$ cat config.mk
export PLATFORM = sky130hd
export DESIGN_NAME = sequential_list_engine_core
export DESIGN_NICKNAME = d
export VERILOG_FILES = /design/src/sv/sle_pkg.sv /design/src/sv/sequential_list_engine_core.sv /design/src/sv/sle_seq.sv
export VERILOG_INCLUDE_DIRS = /design/src /design/src/sv
export SDC_FILE = /design/constraint.sdc
export NUM_CORES = 2
export LEC_CHECK = 0
export BUFFER_PORTS_ARGS = -buffer_cell sky130_fd_sc_hd__buf_2
export CAP_MARGIN = 40
export CELL_PAD_IN_SITES_DETAIL_PLACEMENT = 2
export CELL_PAD_IN_SITES_GLOBAL_PLACEMENT = 2
export CORE_MARGIN = 2
export CORE_UTILIZATION = 50
export DETAILED_ROUTE_END_ITERATION = 16
export PLACE_DENSITY_LB_ADDON = 0.08
export SLEW_MARGIN = 20
export SYNTH_ARGS = -nofsm -noshare
export SYNTH_HDL_FRONTEND = slang
export SYNTH_HIERARCHICAL = 1
export SYNTH_SLANG_ARGS = --single-unit
export TNS_END_PERCENT = 5
$ cat constraint.sdc
create_clock -name i_clk -period 7.5 [get_ports i_clk]
set_input_delay 0.75 -clock i_clk [delete_from_list [all_inputs] [get_ports i_clk]]
set_output_delay 0.75 -clock i_clk [all_outputs]
set_load 0.02 [all_outputs]
$ cat src/sv/assert_macros.svh
// assertion macros used by the list engine core
`ifndef ASSERT_MACROS_SVH
`define ASSERT_MACROS_SVH

// same-cycle implication, disabled while reset is low
`define SLE_ASSERT_NOW(lbl, clk, rst_n, ante, cons) \
    lbl: assert property (@(posedge clk) disable iff (!rst_n) (ante) |-> (cons)) \
        else $error("sle assertion failed");

// next-cycle implication, disabled while reset is low
`define SLE_ASSERT_NEXT(lbl, clk, rst_n, ante, cons) \
    lbl: assert property (@(posedge clk) disable iff (!rst_n) (ante) |=> (cons)) \
        else $error("sle assertion failed");

`endif

$ cat src/sv/sle_pkg.sv
// types, constants and microprogram of the sequential list engine
package sle_pkg;

    typedef enum logic [2:0] {
        OP_CLEAR  = 3'd0,
        OP_INSERT = 3'd1,
        OP_DELETE = 3'd2,
        OP_READ   = 3'd3,
        OP_LOCATE = 3'd4,
        OP_PRIOR  = 3'd5,
        OP_NEXT   = 3'd6
    } t_op;

    typedef enum logic [2:0] {
        STAT_OK           = 3'd0,
        STAT_NOT_FOUND    = 3'd1,
        STAT_BAD_POS      = 3'd2,
        STAT_FULL         = 3'd3,
        STAT_NO_NEIGHBOUR = 3'd4
    } t_status;

    typedef enum logic [3:0] {
        C_NEXT,
        C_ALWAYS,
        C_POS_GT_LEN,
        C_POS_GE_LEN,
        C_LEN_FULL,
        C_IDX_LE_POS,
        C_IDX_P1_GE_LEN,
        C_IDX_GE_LEN,
        C_MATCH,
        C_IDX_ZERO,
        C_OP_LOCATE,
        C_OP_NEXT
    } t_cond;

    typedef enum logic [2:0] {
        RD_NONE,
        RD_IDX,
        RD_IDX_M1,
        RD_IDX_P1,
        RD_POS
    } t_rd_sel;

    typedef enum logic [1:0] {
        WR_NONE,
        WR_IDX_RDATA,
        WR_POS_VAL
    } t_wr_sel;

    typedef enum logic [2:0] {
        IDX_HOLD,
        IDX_LEN,
        IDX_POS,
        IDX_ZERO,
        IDX_INC,
        IDX_DEC
    } t_idx_op;

    typedef enum logic [2:0] {
        ACT_NONE,
        ACT_LEN_CLR,
        ACT_LEN_INC,
        ACT_LEN_DEC,
        ACT_VOUT,
        ACT_POUT,
        ACT_STATUS
    } t_act;

    typedef logic [4:0] t_step;

    typedef struct packed {
        t_cond   cond;
        t_step   target;
        t_rd_sel rd;
        t_wr_sel wr;
        t_idx_op idx;
        t_act    act;
        t_status status;
        logic    done;
    } t_uword;

    typedef struct packed {
        logic pos_gt_len;
        logic pos_ge_len;
        logic len_full;
        logic idx_le_pos;
        logic idx_p1_ge_len;
        logic idx_ge_len;
        logic match;
        logic idx_zero;
        logic op_locate;
        logic op_next;
    } t_flags;

    // program entry points and shared steps
    localparam t_step S_CLEAR     = 5'd0;
    localparam t_step S_INS_CHK   = 5'd1;
    localparam t_step S_INS_FULL  = 5'd2;
    localparam t_step S_INS_LOOP  = 5'd3;
    localparam t_step S_INS_MOVE  = 5'd4;
    localparam t_step S_INS_PUT   = 5'd5;
    localparam t_step S_DEL_CHK   = 5'd6;
    localparam t_step S_DEL_TAKE  = 5'd7;
    localparam t_step S_DEL_LOOP  = 5'd8;
    localparam t_step S_DEL_MOVE  = 5'd9;
    localparam t_step S_DEL_END   = 5'd10;
    localparam t_step S_RD_CHK    = 5'd11;
    localparam t_step S_RD_END    = 5'd12;
    localparam t_step S_SRCH      = 5'd13;
    localparam t_step S_SRCH_RD   = 5'd14;
    localparam t_step S_SRCH_CMP  = 5'd15;
    localparam t_step S_SRCH_INC  = 5'd16;
    localparam t_step S_HIT       = 5'd17;
    localparam t_step S_HIT_KIND  = 5'd18;
    localparam t_step S_PRIOR     = 5'd19;
    localparam t_step S_PRIOR_END = 5'd20;
    localparam t_step S_NEXT      = 5'd21;
    localparam t_step S_NEXT_END  = 5'd22;
    localparam t_step S_LOC_END   = 5'd23;
    localparam t_step S_E_BAD     = 5'd24;
    localparam t_step S_E_FULL    = 5'd25;
    localparam t_step S_E_NF      = 5'd26;
    localparam t_step S_E_NN      = 5'd27;
    localparam t_step S_NOP       = 5'd28;

    function automatic t_uword mk(input t_cond c, input t_step t, input t_rd_sel r,
                                  input t_wr_sel w, input t_idx_op i, input t_act a,
                                  input t_status s, input logic d);
        t_uword u;
        u.cond   = c;
        u.target = t;
        u.rd     = r;
        u.wr     = w;
        u.idx    = i;
        u.act    = a;
        u.status = s;
        u.done   = d;
        return u;
    endfunction

    function automatic t_step entry_step(input logic [2:0] op);
        t_step s;
        unique case (op)
            OP_CLEAR:  s = S_CLEAR;
            OP_INSERT: s = S_INS_CHK;
            OP_DELETE: s = S_DEL_CHK;
            OP_READ:   s = S_RD_CHK;
            OP_LOCATE,
            OP_PRIOR,
            OP_NEXT:   s = S_SRCH;
            default:   s = S_NOP;
        endcase
        return s;
    endfunction

    // control store
    function automatic t_uword uprog(input t_step s);
        t_uword u;
        unique case (s)
            S_CLEAR:     u = mk(C_NEXT, S_CLEAR, RD_NONE, WR_NONE, IDX_HOLD,
                                ACT_LEN_CLR, STAT_OK, 1'b1);
            S_INS_CHK:   u = mk(C_POS_GT_LEN, S_E_BAD, RD_NONE, WR_NONE, IDX_LEN,
                                ACT_NONE, STAT_OK, 1'b0);
            S_INS_FULL:  u = mk(C_LEN_FULL, S_E_FULL, RD_NONE, WR_NONE, IDX_HOLD,
                                ACT_NONE, STAT_OK, 1'b0);
            S_INS_LOOP:  u = mk(C_IDX_LE_POS, S_INS_PUT, RD_IDX_M1, WR_NONE, IDX_HOLD,
                                ACT_NONE, STAT_OK, 1'b0);
            S_INS_MOVE:  u = mk(C_ALWAYS, S_INS_LOOP, RD_NONE, WR_IDX_RDATA, IDX_DEC,
                                ACT_NONE, STAT_OK, 1'b0);
            S_INS_PUT:   u = mk(C_NEXT, S_CLEAR, RD_NONE, WR_POS_VAL, IDX_HOLD,
                                ACT_LEN_INC, STAT_OK, 1'b1);
            S_DEL_CHK:   u = mk(C_POS_GE_LEN, S_E_BAD, RD_POS, WR_NONE, IDX_POS,
                                ACT_NONE, STAT_OK, 1'b0);
            S_DEL_TAKE:  u = mk(C_NEXT, S_CLEAR, RD_NONE, WR_NONE, IDX_HOLD,
                                ACT_VOUT, STAT_OK, 1'b0);
            S_DEL_LOOP:  u = mk(C_IDX_P1_GE_LEN, S_DEL_END, RD_IDX_P1, WR_NONE, IDX_HOLD,
                                ACT_NONE, STAT_OK, 1'b0);
            S_DEL_MOVE:  u = mk(C_ALWAYS, S_DEL_LOOP, RD_NONE, WR_IDX_RDATA, IDX_INC,
                                ACT_NONE, STAT_OK, 1'b0);
            S_DEL_END:   u = mk(C_NEXT, S_CLEAR, RD_NONE, WR_NONE, IDX_HOLD,
                                ACT_LEN_DEC, STAT_OK, 1'b1);
            S_RD_CHK:    u = mk(C_POS_GE_LEN, S_E_BAD, RD_POS, WR_NONE, IDX_HOLD,
                                ACT_NONE, STAT_OK, 1'b0);
            S_RD_END:    u = mk(C_NEXT, S_CLEAR, RD_NONE, WR_NONE, IDX_HOLD,
                                ACT_VOUT, STAT_OK, 1'b1);
            S_SRCH:      u = mk(C_NEXT, S_CLEAR, RD_NONE, WR_NONE, IDX_ZERO,
                                ACT_NONE, STAT_OK, 1'b0);
            S_SRCH_RD:   u = mk(C_IDX_GE_LEN, S_E_NF, RD_IDX, WR_NONE, IDX_HOLD,
                                ACT_NONE, STAT_OK, 1'b0);
            S_SRCH_CMP:  u = mk(C_MATCH, S_HIT, RD_NONE, WR_NONE, IDX_HOLD,
                                ACT_NONE, STAT_OK, 1'b0);
            S_SRCH_INC:  u = mk(C_ALWAYS, S_SRCH_RD, RD_NONE, WR_NONE, IDX_INC,
                                ACT_NONE, STAT_OK, 1'b0);
            S_HIT:       u = mk(C_OP_LOCATE, S_LOC_END, RD_NONE, WR_NONE, IDX_HOLD,
                                ACT_NONE, STAT_OK, 1'b0);
            S_HIT_KIND:  u = mk(C_OP_NEXT, S_NEXT, RD_NONE, WR_NONE, IDX_HOLD,
                                ACT_NONE, STAT_OK, 1'b0);
            S_PRIOR:     u = mk(C_IDX_ZERO, S_E_NN, RD_IDX_M1, WR_NONE, IDX_HOLD,
                                ACT_NONE, STAT_OK, 1'b0);
            S_PRIOR_END: u = mk(C_NEXT, S_CLEAR, RD_NONE, WR_NONE, IDX_HOLD,
                                ACT_VOUT, STAT_OK, 1'b1);
            S_NEXT:      u = mk(C_IDX_P1_GE_LEN, S_E_NN, RD_IDX_P1, WR_NONE, IDX_HOLD,
                                ACT_NONE, STAT_OK, 1'b0);
            S_NEXT_END:  u = mk(C_NEXT, S_CLEAR, RD_NONE, WR_NONE, IDX_HOLD,
                                ACT_VOUT, STAT_OK, 1'b1);
            S_LOC_END:   u = mk(C_NEXT, S_CLEAR, RD_NONE, WR_NONE, IDX_HOLD,
                                ACT_POUT, STAT_OK, 1'b1);
            S_E_BAD:     u = mk(C_NEXT, S_CLEAR, RD_NONE, WR_NONE, IDX_HOLD,
                                ACT_STATUS, STAT_BAD_POS, 1'b1);
            S_E_FULL:    u = mk(C_NEXT, S_CLEAR, RD_NONE, WR_NONE, IDX_HOLD,
                                ACT_STATUS, STAT_FULL, 1'b1);
            S_E_NF:      u = mk(C_NEXT, S_CLEAR, RD_NONE, WR_NONE, IDX_HOLD,
                                ACT_STATUS, STAT_NOT_FOUND, 1'b1);
            S_E_NN:      u = mk(C_NEXT, S_CLEAR, RD_NONE, WR_NONE, IDX_HOLD,
                                ACT_STATUS, STAT_NO_NEIGHBOUR, 1'b1);
            default:     u = mk(C_NEXT, S_CLEAR, RD_NONE, WR_NONE, IDX_HOLD,
                                ACT_NONE, STAT_OK, 1'b1);
        endcase
        return u;
    endfunction

endpackage

$ cat src/sv/sequential_list_engine_core.sv
// top level of the sequential list engine: datapath, element memory and result register
// insert and delete shift every element behind the position, one read-then-write move at a time
// searches read and compare from position 0 up to the first match or the end of the list
// one request at a time; the next is taken once the sequencer is idle again, which it becomes
// at the edge that registers the result; a pending result beat holds it in its last step
// reset: synchronous, active low; clears the length, the sequencer and the result valid
`include "assert_macros.svh"

module sequential_list_engine_core
    import sle_pkg::*;
#(
    parameter int DEPTH = 64
) (
    input  logic               i_clk,
    input  logic               i_rst_n,
    // request channel
    input  logic               i_in_valid,
    output logic               o_in_ready,
    input  logic [2:0]         i_op,
    input  logic [6:0]         i_position_in,
    input  logic signed [31:0] i_value_in,
    // result channel
    output logic               o_out_valid,
    input  logic               i_out_ready,
    output logic [2:0]         o_status,
    output logic signed [31:0] o_value_out,
    output logic [5:0]         o_position_out,
    output logic [6:0]         o_list_length_out,
    output logic               o_is_empty
);

    // length counter holds 0..DEPTH, memory address holds 0..DEPTH-1
    localparam int LW = $clog2(DEPTH + 1);
    localparam int AW = (DEPTH > 1) ? $clog2(DEPTH) : 1;
    // compare width wide enough for both the length and the position field
    localparam int PW = (LW > 7) ? LW : 7;

    // element memory, no reset: data read from unoccupied positions is never used
    logic [31:0]   r_mem [DEPTH];
    logic [31:0]   r_rdata;

    // request registers
    logic [2:0]    r_op;
    logic [PW-1:0] r_pos;
    logic [31:0]   r_val;

    // working state
    logic [LW-1:0] r_len;
    logic [LW-1:0] n_len;
    logic [LW-1:0] r_idx;
    logic [LW-1:0] n_idx;
    logic [LW-1:0] idx_m1;
    logic [LW-1:0] idx_p1;
    t_status       r_status;
    t_status       n_status;
    logic [31:0]   r_vout;
    logic [31:0]   n_vout;
    logic [LW-1:0] r_pout;
    logic [LW-1:0] n_pout;

    // result register
    logic          r_out_valid;
    t_status       r_o_status;
    logic [31:0]   r_o_vout;
    logic [LW-1:0] r_o_pout;
    logic [LW-1:0] r_o_len;

    // sequencer handshake
    t_uword        uw;
    t_flags        flags;
    logic          busy;
    logic          start;
    logic          stall;
    logic          active;
    logic          commit;

    logic          rd_en;
    logic [AW-1:0] rd_addr;
    logic          wr_en;
    logic [AW-1:0] wr_addr;
    logic [31:0]   wr_data;

    assign start      = i_in_valid && o_in_ready;
    assign o_in_ready = !busy;
    // a finished request waits in its last step while the result beat is still pending
    assign stall      = uw.done && r_out_valid && !i_out_ready;
    assign active     = busy && !stall;
    assign commit     = active && uw.done;

    assign idx_m1 = r_idx - 1'b1;
    assign idx_p1 = r_idx + 1'b1;

    // branch conditions seen by the sequencer
    always_comb begin
        flags.pos_gt_len    = r_pos > PW'(r_len);
        flags.pos_ge_len    = r_pos >= PW'(r_len);
        flags.len_full      = r_len >= LW'(DEPTH);
        flags.idx_le_pos    = PW'(r_idx) <= r_pos;
        flags.idx_p1_ge_len = idx_p1 >= r_len;
        flags.idx_ge_len    = r_idx >= r_len;
        flags.match         = r_rdata == r_val;
        flags.idx_zero      = r_idx == '0;
        flags.op_locate     = r_op == OP_LOCATE;
        flags.op_next       = r_op == OP_NEXT;
    end

    sle_seq u_seq (
        .i_clk   (i_clk),
        .i_rst_n (i_rst_n),
        .i_start (start),
        .i_op    (i_op),
        .i_stall (stall),
        .i_flags (flags),
        .o_uword (uw),
        .o_busy  (busy)
    );

    // memory read port address
    always_comb begin
        rd_en = active && (uw.rd != RD_NONE);
        unique case (uw.rd)
            RD_IDX:    rd_addr = r_idx[AW-1:0];
            RD_IDX_M1: rd_addr = idx_m1[AW-1:0];
            RD_IDX_P1: rd_addr = idx_p1[AW-1:0];
            RD_POS:    rd_addr = r_pos[AW-1:0];
            default:   rd_addr = r_idx[AW-1:0];
        endcase
    end

    // memory write port: shifted element or the new element
    always_comb begin
        wr_en = active && (uw.wr != WR_NONE);
        unique case (uw.wr)
            WR_POS_VAL: begin
                wr_addr = r_pos[AW-1:0];
                wr_data = r_val;
            end
            default: begin
                wr_addr = r_idx[AW-1:0];
                wr_data = r_rdata;
            end
        endcase
    end

    always_ff @(posedge i_clk) begin
        if (wr_en) begin
            r_mem[wr_addr] <= wr_data;
        end
        if (rd_en) begin
            r_rdata <= r_mem[rd_addr];
        end
    end

    // index register update
    always_comb begin
        n_idx = r_idx;
        if (active) begin
            unique case (uw.idx)
                IDX_LEN:  n_idx = r_len;
                IDX_POS:  n_idx = LW'(r_pos);
                IDX_ZERO: n_idx = '0;
                IDX_INC:  n_idx = idx_p1;
                IDX_DEC:  n_idx = idx_m1;
                default:  n_idx = r_idx;
            endcase
        end
    end

    // length and result field updates; the last step's action lands in the same beat
    always_comb begin
        n_len    = r_len;
        n_status = r_status;
        n_vout   = r_vout;
        n_pout   = r_pout;
        if (active) begin
            unique case (uw.act)
                ACT_LEN_CLR: n_len    = '0;
                ACT_LEN_INC: n_len    = r_len + 1'b1;
                ACT_LEN_DEC: n_len    = r_len - 1'b1;
                ACT_VOUT:    n_vout   = r_rdata;
                ACT_POUT:    n_pout   = r_idx;
                ACT_STATUS:  n_status = uw.status;
                default:     n_len    = r_len;
            endcase
        end
    end

    // request capture and working registers
    always_ff @(posedge i_clk) begin
        if (start) begin
            r_op     <= i_op;
            r_pos    <= PW'(i_position_in);
            r_val    <= i_value_in;
            r_status <= STAT_OK;
            r_vout   <= '0;
            r_pout   <= '0;
        end else begin
            r_status <= n_status;
            r_vout   <= n_vout;
            r_pout   <= n_pout;
        end
        r_idx <= n_idx;
    end

    always_ff @(posedge i_clk) begin
        if (!i_rst_n) begin
            r_len <= '0;
        end else begin
            r_len <= n_len;
        end
    end

    // result register: loaded on the final step, held until the beat is taken
    always_ff @(posedge i_clk) begin
        if (!i_rst_n) begin
            r_out_valid <= 1'b0;
        end else if (commit) begin
            r_out_valid <= 1'b1;
        end else if (i_out_ready) begin
            r_out_valid <= 1'b0;
        end
    end

    always_ff @(posedge i_clk) begin
        if (commit) begin
            r_o_status <= n_status;
            r_o_vout   <= n_vout;
            r_o_pout   <= n_pout;
            r_o_len    <= n_len;
        end
    end

    assign o_out_valid       = r_out_valid;
    assign o_status          = r_o_status;
    assign o_value_out       = $signed(r_o_vout);
    assign o_position_out    = 6'(r_o_pout);
    assign o_list_length_out = 7'(r_o_len);
    assign o_is_empty        = r_o_len == '0;

    // the list never grows past its capacity
    `SLE_ASSERT_NOW(a_len_cap, i_clk, i_rst_n, 1'b1, r_len <= LW'(DEPTH))
    // a taken request keeps the sequencer busy in the following cycle
    `SLE_ASSERT_NEXT(a_start_busy, i_clk, i_rst_n, start, busy)
    // a fresh result beat appears only as the sequencer finishes
    `SLE_ASSERT_NOW(a_out_on_done, i_clk, i_rst_n, $rose(r_out_valid), $fell(busy))
    // a stalled final step must not apply its length change
    `SLE_ASSERT_NEXT(a_stall_len, i_clk, i_rst_n, stall, $stable(r_len))

endmodule

$ cat src/sv/sle_seq.sv
// microcode sequencer: step counter, control store and branch select
module sle_seq
    import sle_pkg::*;
(
    input  logic       i_clk,
    input  logic       i_rst_n,
    input  logic       i_start,
    input  logic [2:0] i_op,
    input  logic       i_stall,
    input  t_flags     i_flags,
    output t_uword     o_uword,
    output logic       o_busy
);

    t_step r_step;
    t_step n_step;
    logic  r_busy;
    logic  n_busy;
    logic  cond_true;

    assign o_uword = uprog(r_step);
    assign o_busy  = r_busy;

    always_comb begin
        unique case (o_uword.cond)
            C_NEXT:          cond_true = 1'b0;
            C_ALWAYS:        cond_true = 1'b1;
            C_POS_GT_LEN:    cond_true = i_flags.pos_gt_len;
            C_POS_GE_LEN:    cond_true = i_flags.pos_ge_len;
            C_LEN_FULL:      cond_true = i_flags.len_full;
            C_IDX_LE_POS:    cond_true = i_flags.idx_le_pos;
            C_IDX_P1_GE_LEN: cond_true = i_flags.idx_p1_ge_len;
            C_IDX_GE_LEN:    cond_true = i_flags.idx_ge_len;
            C_MATCH:         cond_true = i_flags.match;
            C_IDX_ZERO:      cond_true = i_flags.idx_zero;
            C_OP_LOCATE:     cond_true = i_flags.op_locate;
            C_OP_NEXT:       cond_true = i_flags.op_next;
            default:         cond_true = 1'b0;
        endcase
    end

    always_comb begin
        n_step = r_step;
        n_busy = r_busy;
        if (i_start) begin
            n_step = entry_step(i_op);
            n_busy = 1'b1;
        end else if (r_busy && !i_stall) begin
            priority if (o_uword.done) begin
                n_busy = 1'b0;
            end else if (cond_true) begin
                n_step = o_uword.target;
            end else begin
                n_step = t_step'(r_step + 1'b1);
            end
        end
    end

    always_ff @(posedge i_clk) begin
        if (!i_rst_n) begin
            r_step <= S_CLEAR;
            r_busy <= 1'b0;
        end else begin
            r_step <= n_step;
            r_busy <= n_busy;
        end
    end

endmodule

==> impl_metrics.env, run 1 <==
export IMPL_run_status="did not finish"
export IMPL_haltStage="3_5_place_dp"
export IMPL_error_line="[ERROR DPL-0033] detailed placement checks failed during check placement."
export IMPL_place_gp_congestion=0.823
export IMPL_synth_seq_area_share_pct=74.0
export IMPL_dpl_hpwl_um=204000
export IMPL_yosys_cell_count_top_type="edfxtp_1"
export IMPL_die_y_um=429
export IMPL_row_count=156
export IMPL_synthTopCellsByCount="2177 x edfxtp_1, 998 x nand2_1, 793 x a21oi_1, 271 x clkbuf_1, 258 x mux2i_1"
export IMPL_num_io_pins=97
export IMPL_syn_inst=6276
export IMPL_yosysWarnings=6
export IMPL_synth_top_area_share_pct=72.2
export IMPL_portBuffers=96
export IMPL_synth_largest_area_cell="edfxtp_1"
export IMPL_synth_edff_count=2177
export IMPL_synthFlopType="edfxtp_1"
export IMPL_ys_types=83
export IMPL_syn_area_um2=90500
export IMPL_syn_num_nets=6365
export IMPL_yosys_top_cells_area="edfxtp_1 72%, a21oi_1 4.4%, nand2_1 4.1%"
export IMPL_avgSynthCellArea_um2=14.4
export IMPL_postSynth_asyncResetShare_pct=0
export IMPL_synth_seq_cells=2256
export IMPL_dieWidth_um=429
export IMPL_start_util_pct=50.2
cell families after synthesis:
logic type | count (synthesis) | share of synthesized area [%]
DFF | 2256 | 74.0
AOI/OAI and AO/OA | 1555 | 11.0
and+or+nand+nor | 1536 | 7.45
buffers and inverters | 485 | 2.32
muxes | 349 | 4.18
xor gates and xnor gates | 52 | 0.503
adders and majority gates | 43 | 0.595
metrics by stage:
step	setup WS [ns]	cell area, µm²	cells	hold slack [ns]
after floorplan	2.37	90500	6276	0.504
after global placement	1.65	94500	8498	0.523
==> run 2, diff against run 1 <==
Settings changed: CELL_PAD_IN_SITES_DETAIL_PLACEMENT 2 to not set, CELL_PAD_IN_SITES_GLOBAL_PLACEMENT 2 to not set, CORE_UTILIZATION 50 to 35, PLACE_DENSITY_LB_ADDON 0.08 to 0.15.
==> impl_metrics.env, run 2 <==
export IMPL_run_status="finished clean"
export IMPL_synth_seq_area_share_pct=74.0
export IMPL_cts_made_buffers=231
export IMPL_worstPathMaxFanout=60
export IMPL_path_class="flip-flop to flip-flop"
export IMPL_fmax_mhz=178
export IMPL_fin_setup_tns_ns=0
export IMPL_hold_viol=0
export IMPL_synth_seq_cells=2256
export IMPL_drv_slew=0
export IMPL_grt_ovfl_total=0
export IMPL_syn_num_nets=6365
export IMPL_end_kind="flip-flop"
export IMPL_cap_violations=0
export IMPL_portBuffers=96
export IMPL_dpl_hpwl_um=160000
export IMPL_synth_top_area_share_pct=72.2
export IMPL_slowest_delay_ns=0.73
export IMPL_yosysWarnings=6
export IMPL_synthFlopType="edfxtp_1"
export IMPL_grt_max_degree=123
export IMPL_hp_start="i_value_in[0]"
export IMPL_yosys_cell_count_top_type="edfxtp_1"
export IMPL_grt_pass1_vias=53829
export IMPL_ys_types=83
export IMPL_crit_path_start_kind="flip-flop"
export IMPL_crit_arrival_ns=6.22
export IMPL_crit_chain="inv_1, ha_1, nor4bb_1, a211oi_1, and2_4, buf_16, buf_4, buf_4, mux2i_1, a22oi_1, o311a_1, or4_1"
export IMPL_yosys_top_cells_area="edfxtp_1 72%, a21oi_1 4.4%, nand2_1 4.1%"
export IMPL_wl_per_cell_um=29.0
export IMPL_num_io_pins=97
export IMPL_routed_wl_um=291000
export IMPL_post_cts_buffers=0
export IMPL_layout_common_cells="2177 x edfxtp_1, 997 x nand2_1, 793 x a21oi_1, 258 x mux2i_1, 232 x clkbuf_16"
export IMPL_hp_class="primary input to flip-flop"
export IMPL_clkSlewWorstSetupHoldPaths_ns=0.06
export IMPL_fin_skew_ns=0.0433
export IMPL_critical_path_slowest_cell="buf_4"
export IMPL_p_per_area_nw_per_um2=304
export IMPL_synthTopCellsByCount="2177 x edfxtp_1, 998 x nand2_1, 793 x a21oi_1, 271 x clkbuf_1, 258 x mux2i_1"
export IMPL_dr_pass1_iters=6
export IMPL_antenna_found_initial=39
export IMPL_avgSynthCellArea_um2=14.4
export IMPL_clk_insertion_delay_late_ns=0.89
export IMPL_start_util_pct=35.2
export IMPL_syn_inst=6276
export IMPL_ant_nets=0
export IMPL_post_route_period_util_pct=74.7
export IMPL_path_common_cell="buf_4"
export IMPL_rsz0062_at_grt="false"
export IMPL_grtUsageTotal_pct=21.5
export IMPL_period_needed_ns=5.61
export IMPL_die_area_um2=263000
export IMPL_synth_largest_area_cell="edfxtp_1"
export IMPL_syn_area_um2=90500
export IMPL_tightest_slew_ns=0.969
export IMPL_h_tree_depth=4
export IMPL_ir_drop_uv=281
export IMPL_die_y_um=512
export IMPL_place_gp_congestion=0.826
export IMPL_leakage_uw=0.0343
export IMPL_crit_required_ns=8.11
export IMPL_final_common_cell="edfxtp_1"
export IMPL_dr_first_iter_drc_count=6430
export IMPL_grt_pass1_wl_um=409000
export IMPL_fillers=23695
export IMPL_cts_tree="yes"
export IMPL_synthToLayoutAreaGrowth_pct=15.0
export IMPL_synth_edff_count=2177
export IMPL_postSynth_asyncResetShare_pct=0
export IMPL_total_power_uw=31600
export IMPL_startpoint="r_idx[0]$_DFFE_PP_"
export IMPL_dieWidth_um=512
export IMPL_cts_num_sinks=2256
export IMPL_num_vias=56581
export IMPL_relSlewSlack_pct=34.6
export IMPL_cts_root_buffer="clkbuf_16"
export IMPL_drive_gt1_share_pct=13.1
export IMPL_finalSetupViolations=0
export IMPL_row_count=186
export IMPL_largest_register_ffs=2048
export IMPL_drc=0
export IMPL_clockBufferDepth=3
export IMPL_nets=6551
export IMPL_largest_register="r_mem"
export IMPL_drt_vias_per_instance=5.63
export IMPL_core_um2=257000
export IMPL_r2r_start="r_idx[0]$_DFFE_PP_"
-- run 2: per-layer routing --
metal  global-route usage, %  vias to the layer above  share of wire [%]
met1                    31.3                    29360                 45
li1                        -                    24649                  -
met4                    6.39                       14                2.5
met5                       0                        -              0.032
met2                    33.0                     2201                 45
met3                    3.48                      357                7.1
-- run 2: metrics by stage --
stage               setup WS [ns]  area, µm²  utilization (%)  cells  hold slack, ns
finish                       1.89     104000             40.5  10042          0.0831
global route                 1.69     104000             40.5  10038          0.0350
CTS                          1.98     104000             40.3  10000         0.00673
detailed placement           2.00      96200             37.4   9549           0.533
global placement            0.737      95600             37.2   9498           0.530
floorplan                    2.37      90500                -   6276           0.504
-- run 2: cells by family (layout without fill, tap and decap cells) --
family                   count (synthesis)  after routing  share of synthesized area, %
AND/OR/NAND/NOR                       1536           1536                          7.45
other                                    0              9                             0
buffers and inverters                  485            858                          2.32
AO/OA/AOI/OAI                         1555           1555                          11.0
flip-flops                            2256           2256                          74.0
multiplexers                           349            349                          4.18
adder cells (fa/ha/maj)                 43             43                         0.595
XOR/XNOR                                52             52                         0.503
-- run 2: cell type report --
class | count | area, µm² | share of cell area [%]
flip-flops and latches | 2256 | 67000 | 64.3
multi-input cells | 3535 | 22100 | 21.2
clock buffers | 285 | 6030 | 5.80
well taps | 3384 | 4230 | 4.07
repair buffers | 406 | 3620 | 3.48
clock inverters | 135 | 1010 | 0.968
inverters | 32 | 120 | 0.115
diodes | 9 | 22.5 | 0.0216
-- run 2: power breakdown --
group	switching, µW	internal, µW
Sequential	165	14100
Combinational	4600	1850
Clock	4890	6020
Total	9660	22000
-- run 2: worst paths after layout --
| path | slack [ns] | endpoint | cells after the start |
|---|---|---|---|
| worst min-delay path | 0.08 | r_val[0]$_DFFE_PP_ | 1 |
| worst max register to register | 1.89 | r_rdata[18]$_DFFE_PP_ | 12 |
| worst max-delay path | 1.89 | r_rdata[18]$_DFFE_PP_ | 12 |
| worst min register to register | 0.55 | o_value_out[10]$_DFFE_PP_ | 1 |
-- run 2: worst max-delay path, delay by kind of cell, from the launching register on --
| kind | cells | cell delay [ns] |
|---|---|---|
| buf+inv | 4 | 1.80 |
| flops | 1 | 0.56 |
| simple gates | 3 | 1.14 |
| compound gates | 3 | 1.03 |
| fa+ha+maj | 1 | 0.43 |
| mux | 1 | 0.27 |
-- run 2: timing repair --
item,CTS,global route
gates resized for setup,0,0
endpoints found under the setup margin,0,0
endpoints found under the hold margin,31,0
hold buffers,31,0
Note: power is estimated with default switching activity, not from simulation.
